[src/fsa_pkg.sv]
// Shared types, constants and arithmetic helpers of the film sample accumulator.
`default_nettype none
package fsa_pkg;

    // Frame store geometry.
    localparam int MAX_WIDTH  = 256;
    localparam int MAX_HEIGHT = 256;
    localparam int COL_W      = $clog2(MAX_WIDTH);
    localparam int ROW_W      = $clog2(MAX_HEIGHT);
    localparam int ADDR_W     = COL_W + ROW_W;
    localparam int DEPTH      = MAX_WIDTH * MAX_HEIGHT;
    localparam int DIM_W      = 9;

    // Request codes.
    localparam logic [1:0] REQ_ACCUM = 2'd0;
    localparam logic [1:0] REQ_CLEAR = 2'd1;
    localparam logic [1:0] REQ_READ  = 2'd2;
    localparam logic [1:0] REQ_TAKE  = 2'd3;

    // Configuration register indexes.
    localparam logic CFG_WIDTH  = 1'b0;
    localparam logic CFG_HEIGHT = 1'b1;

    localparam logic signed [33:0] SUM_MAX = 34'sd2147483647;
    localparam logic signed [33:0] SUM_MIN = -34'sd2147483648;

    // One classified request word as it sits in the queue.
    typedef struct packed {
        logic [1:0]          req;
        logic                hit;
        logic [7:0]          col;
        logic [7:0]          row;
        logic [ADDR_W-1:0]   addr;
        logic signed [15:0]  w;
        logic [15:0]         a;
        logic [15:0]         rx;
        logic [15:0]         ry;
        logic [15:0]         rz;
    } t_item;

    // Queue head as seen by the back end.
    typedef struct packed {
        logic  valid;
        t_item item;
    } t_q_head;

    // Back end control toward the front end.
    typedef struct packed {
        logic pop;
        logic clearing;
    } t_q_ctl;

    // The five sums of one pixel.
    typedef struct packed {
        logic signed [31:0] w;
        logic signed [31:0] a;
        logic signed [31:0] x;
        logic signed [31:0] y;
        logic signed [31:0] z;
    } t_sums;

    // Saturating add of a contribution to a 32-bit sum.
    function automatic logic signed [31:0] sat_add(input logic signed [31:0] acc,
                                                   input logic signed [25:0] d);
        logic signed [33:0] s;
        s = 34'(acc) + 34'(d);
        if (s > SUM_MAX) begin
            sat_add = 32'(SUM_MAX);
        end else if (s < SUM_MIN) begin
            sat_add = 32'(SUM_MIN);
        end else begin
            sat_add = s[31:0];
        end
    endfunction

endpackage
`default_nettype wire

[src/fsa_front.sv]
// Front end: accepts request words, maps sample positions to pixels, queues them.
`default_nettype none
module fsa_front (
    input  wire logic                       i_clk,
    input  wire logic                       i_rst_n,
    input  wire logic [fsa_pkg::DIM_W-1:0]  i_frame_width,
    input  wire logic [fsa_pkg::DIM_W-1:0]  i_frame_height,
    input  wire logic                       i_valid,
    output logic                            o_stall,
    input  wire logic [1:0]                 i_req_type,
    input  wire logic signed [17:0]         i_pos_x,
    input  wire logic signed [17:0]         i_pos_y,
    input  wire logic signed [15:0]         i_sample_weight,
    input  wire logic [15:0]                i_sample_alpha,
    input  wire logic [15:0]                i_rad_x,
    input  wire logic [15:0]                i_rad_y,
    input  wire logic [15:0]                i_rad_z,
    input  wire logic [7:0]                 i_pixel_col,
    input  wire logic [7:0]                 i_pixel_row,
    input  wire fsa_pkg::t_q_ctl            i_ctl,
    output fsa_pkg::t_q_head                o_head
);

    logic [fsa_pkg::DIM_W-1:0] eff_w, eff_h;
    logic [25:0]               prod_x, prod_y;
    logic [9:0]                col, row;
    logic                      hit;
    fsa_pkg::t_item            item;
    fsa_pkg::t_item            r_q [2];
    logic                      r_wptr, r_rptr;
    logic [1:0]                r_count;
    logic                      push, pop;

    // Clamp the resolution and map the position to a pixel.
    always_comb begin
        eff_w = (i_frame_width > fsa_pkg::DIM_W'(fsa_pkg::MAX_WIDTH)) ?
                fsa_pkg::DIM_W'(fsa_pkg::MAX_WIDTH) : i_frame_width;
        eff_h = (i_frame_height > fsa_pkg::DIM_W'(fsa_pkg::MAX_HEIGHT)) ?
                fsa_pkg::DIM_W'(fsa_pkg::MAX_HEIGHT) : i_frame_height;
        prod_x = 26'(i_pos_x[16:0]) * 26'(eff_w);
        prod_y = 26'(i_pos_y[16:0]) * 26'(eff_h);
        col    = prod_x[25:16];
        row    = prod_y[25:16];
        hit    = !i_pos_x[17] && !i_pos_y[17] &&
                 (col < 10'(eff_w)) && (row < 10'(eff_h));
    end

    // Build the queued word.
    always_comb begin
        item     = '0;
        item.req = i_req_type;
        item.hit = hit && (i_req_type == fsa_pkg::REQ_ACCUM);
        item.col = col[7:0];
        item.row = row[7:0];
        item.w   = i_sample_weight;
        item.a   = i_sample_alpha;
        item.rx  = i_rad_x;
        item.ry  = i_rad_y;
        item.rz  = i_rad_z;
        if (i_req_type == fsa_pkg::REQ_READ) begin
            item.addr = {fsa_pkg::ROW_W'(i_pixel_row), fsa_pkg::COL_W'(i_pixel_col)};
        end else begin
            item.addr = {row[fsa_pkg::ROW_W-1:0], col[fsa_pkg::COL_W-1:0]};
        end
    end

    assign o_stall = (r_count == 2'd2) || i_ctl.clearing;
    assign push    = i_valid && !o_stall;
    assign pop     = i_ctl.pop && (r_count != 2'd0);

    // Two word queue between the front and the back end.
    always_ff @(posedge i_clk) begin
        if (!i_rst_n) begin
            r_wptr  <= 1'b0;
            r_rptr  <= 1'b0;
            r_count <= 2'd0;
        end else begin
            if (push) begin
                r_wptr <= !r_wptr;
            end
            if (pop) begin
                r_rptr <= !r_rptr;
            end
            r_count <= r_count + 2'(push) - 2'(pop);
        end
        if (push) begin
            r_q[r_wptr] <= item;
        end
    end

    assign o_head.valid = (r_count != 2'd0);
    assign o_head.item  = r_q[r_rptr];

endmodule
`default_nettype wire

[config.mk]
export PLATFORM = sky130hd
export DESIGN_NAME = fsa_front
export DESIGN_NICKNAME = d
export VERILOG_FILES = /design/src/fsa_pkg.sv /design/src/fsa_front.sv
export SDC_FILE = /design/constraint.sdc
export NUM_CORES = 1
export LEC_CHECK = 0
export ABC_AREA = 1
export BUFFER_PORTS_ARGS = -buffer_cell sky130_fd_sc_hd__buf_4
export CAP_MARGIN = 5
export CORE_UTILIZATION = 40
export DETAILED_ROUTE_END_ITERATION = 10
export GPL_TIMING_DRIVEN = 1
export PLACE_DENSITY = 0.65
export SYNTH_ARGS = -nofsm -noshare
export SYNTH_HDL_FRONTEND = slang
export SYNTH_SLANG_ARGS = --single-unit
[constraint.sdc]
create_clock -name i_clk -period 11.6 [get_ports i_clk]
set_input_delay 3.48 -clock i_clk [delete_from_list [all_inputs] [get_ports i_clk]]
set_output_delay 3.48 -clock i_clk [all_outputs]
set_load 0.01 [all_outputs]
Word-level counts from Yosys, hierarchy flattened
Memories as Yosys holds them, arrays and structs flattened. A register that Yosys moved wholly into a read port is not among the register bits. Cells that the tools add are included.

Bits in registers: 4. Latch bits: 0. Bits in writable memories: 230. Bits in read-only memories: 0. Bits of input ports: 157. Output and inout bits: 117. Logic and storage cells: 35. Memories: 1.

Memory list: r_q (words 2, bits a word 115, read ports 1, clocked after Yosys merged registers in 1, wr ports 1, RTL line fsa_front.sv:29) `fsa_pkg::t_item r_q [2];`.

Add/subtract/negate cells: 2. Multiply operators: 2. Div/mod/pow operators: 0. Order comparisons: 4. Equal/unequal tests: 2. Shifts and indexed selects: 0. Mux-type cells: 7. Bitwise gates (word level): 0. Reduce and logical (&&, ||, !) cells: 14.

Operators with widths (count): $mul 17x9->26 (2); $lt 10x9->1 (2); $gt 9x9->1 const B (2); $mux 9 (2); $mux 16 (1); $logic_and 1x1->1 (6); $logic_not 1->1 (5); $eq 2x2->1 const B (2); $mux 1 (4); $add 2x1->2 (1); $logic_not 2->1 (1); $reduce_bool 2->1 (1); $sub 2x1->2 (1); $logic_or 1x1->1 (1).

Depth between registers and ports, before layout
Word-level depth: 7. Gate-level depth with buffers: 34. Mapped depth without buffers: 33.

Worst setup path before layout
No wires, ideal clock.

Path kind: input port to flip-flop. From: in i_ctl[0] in the netlist's numbering. To: mem r_q[0][0] in the netlist's numbering (enable). Setup time: 591 ps. Data arrival time: 8480 ps. Required time: 11009 ps. Setup slack: 2529 ps. Stages on the path: 3. Path buffers: 0. Cells stage by stage: inv_1 -> nand3_1 -> nor2_1.

Cells in the longest elaborated chain, start to end: 5.

Ends and longest elaborated chain: start: declaration (RTL line fsa_front.sv:20) `input wire fsa_pkg::t_q_ctl i_ctl,`; $logic_or 1x1->1 (RTL line fsa_front.sv:67) `assign o_stall = (r_count == 2'd2) || i_ctl.clearing;`; $logic_not 1->1 (RTL line fsa_front.sv:68) `assign push = i_valid && !o_stall;`; $logic_and 1x1->1 (RTL line fsa_front.sv:68); $mux 1 (RTL line fsa_front.sv:86) `if (push) begin`; $mux 1 (implied by the code) (RTL line fsa_front.sv:87) `r_q[r_wptr] <= item;`; end: declaration (RTL line fsa_front.sv:29).

Every way passes these cells.

==> metrics.txt <==
crit path from=i_frame_width[7]; row count=77; crit path DAT=between 9 and 10 ns; slowest stage delay, CP=approximately 0.55 ns; Critical Path RT=roughly 12 ns; Cell Pwr Density=between 150 and 200 nW/µm²; Starting DRT DRC Count=a little under 800; pin count of the biggest net entering global routing=70; vias per cell=about 5.0; die width=approximately 210 µm; flop2flop setup slack=around 8.3 ns; Top-Level Pins=approximately 270; CTS buffer count=23; Max Fclk=roughly 110 MHz; GRT Total Usage=0.202; Die Height=about 210 µm; WP depth=30; Hold-fix buffers, CTS=0; final core utilization=0.485; max-slew violations=0; synthesis warning total=0; Power Total=approximately 3.5 mW; Mapped Nets=roughly 2200; Least-Margin Pin Slew=between 0.9 and 1 ns; post-route ant nets=0; Final setup violation count=0; post-synthesis cell count=about 1700; CTS tree=built; synthesis-to-finish area growth=18.9%; Setup Buffers After CTS=0; Setup Skew=between 0.005 and 0.006 ns; Max clock buf depth=3; worst r2r src=r_count[0]; crit path to=r_q[0][112]; CTS Sinks=between 200 and 250; total of max-cap violations=0; critical path startpoint category=input pin; Top delay family on crit path=adder cells; Initial Util=0.408; Mapped Avg Cell Area=roughly 11 µm²; Max-slew headroom=0.363; Worst-Skew Late Latency=roughly 0.50 ns; gpl congestion=0.888; Netlist cell types=42; Root Buffer Master=clkbuf_16; Critical Path Slowest Stage Cell=fa_1; vias in the first global route=around 13000; I/O Buffers=273; RR Endpoint=r_q[1][65]; first-pass GRT wire length=approximately 73000 µm; DR DRC count=0; Max Fanout on Critical Path=14; FF-to-FF path depth=6; VDD IR-drop max=approximately 0.11 mV; Core Box Area=between 40000 and 50000 µm²; P_leak=approximately 10 nW; register area share after synthesis=0.387; share of layout cells above drive strength 1=0.224; most used cell, CP=inv_1; Setup CP Type=input pin to register; fin nets=2438; WL/cell=about 18 µm; grt total ovfl=0; final hold violations=0; Mapped Area=18100 µm²; Detailed Routing Iterations Pass 1=5; initial antenna violation count=2; vias=12900; CTS H-tree depth=1; run status=finished clean; drt total wl=between 40000 and 50000 µm; clock transition at the registers of the reported paths=about 0.060 ns; setup TNS=0 ns; Gates resized, CTS repair=0; synthesis-stage register bit count=roughly 240; Final period util=0.806; RSZ-0062 raised after global routing=false; DIE AREA=approximately 46000 µm²; Min-Delay Path Class=register to register; crit path buf inv count=7; Critical Path End Type=register; DP HPWL=about 37000 µm; min Tclk post-route=between 9 and 10 ns
metrics by stage:
step                      hold WS [ns]  setup slack, ns  cells  cell area [µm²]
after floorplan                  0.425             2.53   1703            18100
after global placement           0.422             1.93   2536            20800
after detailed placement         0.443             1.79   2536            20800
after CTS                        0.467             2.33   2576            21500
after global routing             0.504             1.65   2576            21500
final                            0.465             2.25   2578            21500
layout make-up:
type / count / area (µm²)
diodes: 2 / 5.00
fillers: 4082 / 22900
inverters: 322 / 1210
repair buffers: 279 / 2090
clock buffers: 25 / 583
multi-input cells: 1108 / 9770
clock inverters: 15 / 130
well taps: 592 / 741
flip-flops and latches: 235 / 7010
where the power goes:
group          leakage, nW  internal [mW]  switching, mW  total, mW
Clock                0.351          0.408          0.299      0.707
Sequential            2.15           1.09         0.0389       1.13
Combinational         7.68          0.687          0.975       1.66
Total                 10.2           2.19           1.31       3.50
worst min-delay path by stage:
stage / start / end / slack (ns) / cells after the start
floorplan: r_rptr / register / 0.43 / 1
global placement: r_rptr / register / 0.42 / 1
detailed placement: r_rptr / register / 0.44 / 1
CTS: r_rptr / register / 0.47 / 1
global route: r_rptr / register / 0.50 / 1
finish: r_rptr / register / 0.46 / 1
cells in the mapped netlist (all sizes together):
| library cell | count | area, µm² |
|---|---|---|
| o211ai | 1 | 7.51 |
| xnor2 | 6 | 52.6 |
| nor4 | 4 | 25.0 |
| nor3 | 4 | 20.0 |
| nand2 | 322 | 1210 |
| o21a | 3 | 22.5 |
| mux2 | 115 | 1290 |
| a21o | 6 | 45.0 |
| nand3b | 2 | 15.0 |
| xor2 | 11 | 104 |
| or4 | 1 | 7.51 |
| a211oi | 3 | 22.5 |
| fa | 210 | 4200 |
| and2 | 1 | 6.26 |
| ha | 102 | 1280 |
| clkbuf | 18 | 67.6 |
| nand4 | 11 | 68.8 |
| dfxtp | 5 | 100 |
| o32ai | 1 | 8.76 |
| edfxtp | 230 | 6910 |
| o21bai | 3 | 22.5 |
| o211a | 1 | 10.0 |
| a31oi | 2 | 12.5 |
| inv | 322 | 1210 |
| a21oi | 50 | 250 |
| a21boi | 5 | 41.3 |
| nor2 | 190 | 743 |
| buf | 20 | 88.8 |
| o21ai | 29 | 145 |
| or2 | 1 | 6.26 |
| nand3 | 23 | 115 |
| a31o | 1 | 8.76 |
per-layer routing:
layer  track usage  up-vias  share of wire
li1              -     5956              -
met1         0.270     6330           0.43
met2         0.335      511           0.47
met3        0.0350       83          0.076
met4        0.0638        4          0.029
met5             0        -        0.00049
placed cells by master (no fill, tap or decap), types with 3 or more instances in the layout:
cell	count
a21oi_1	50
nor3_1	4
o21a_1	3
clkinv_1	3
xnor2_1	6
nor2_2	4
a211oi_1	3
inv_1	321
o21bai_1	3
nand2_1	320
nor2_4	5
mux2_2	115
buf_4	279
nand4_1	11
fa_1	210
xor2_1	10
ha_1	102
nand3_1	23
nor4_1	4
o21ai_1	6
clkinv_2	7
dfxtp_1	4
nor2_1	181
a21o_1	6
edfxtp_1	230
o21ai_0	23
a21boi_0	3
clkbuf_16	23
logic make-up after synthesis:
family	after synthesis	share of synthesized area
AO/OA/AOI/OAI	105	0.0329
XOR/XNOR	17	0.00863
adder cells (fa/ha/maj)	312	0.302
buffers and inverters	360	0.0753
flip-flops	235	0.387
multiplexers	115	0.0715
AND/OR/NAND/NOR	559	0.123
flip-flops by register name (all words and copies together) (netlist names), named ones only:
name	cells
r_wptr	1
r_q	230
r_rptr	1
r_count	2
No activity file was read; power rests on OpenSTA's default activity.
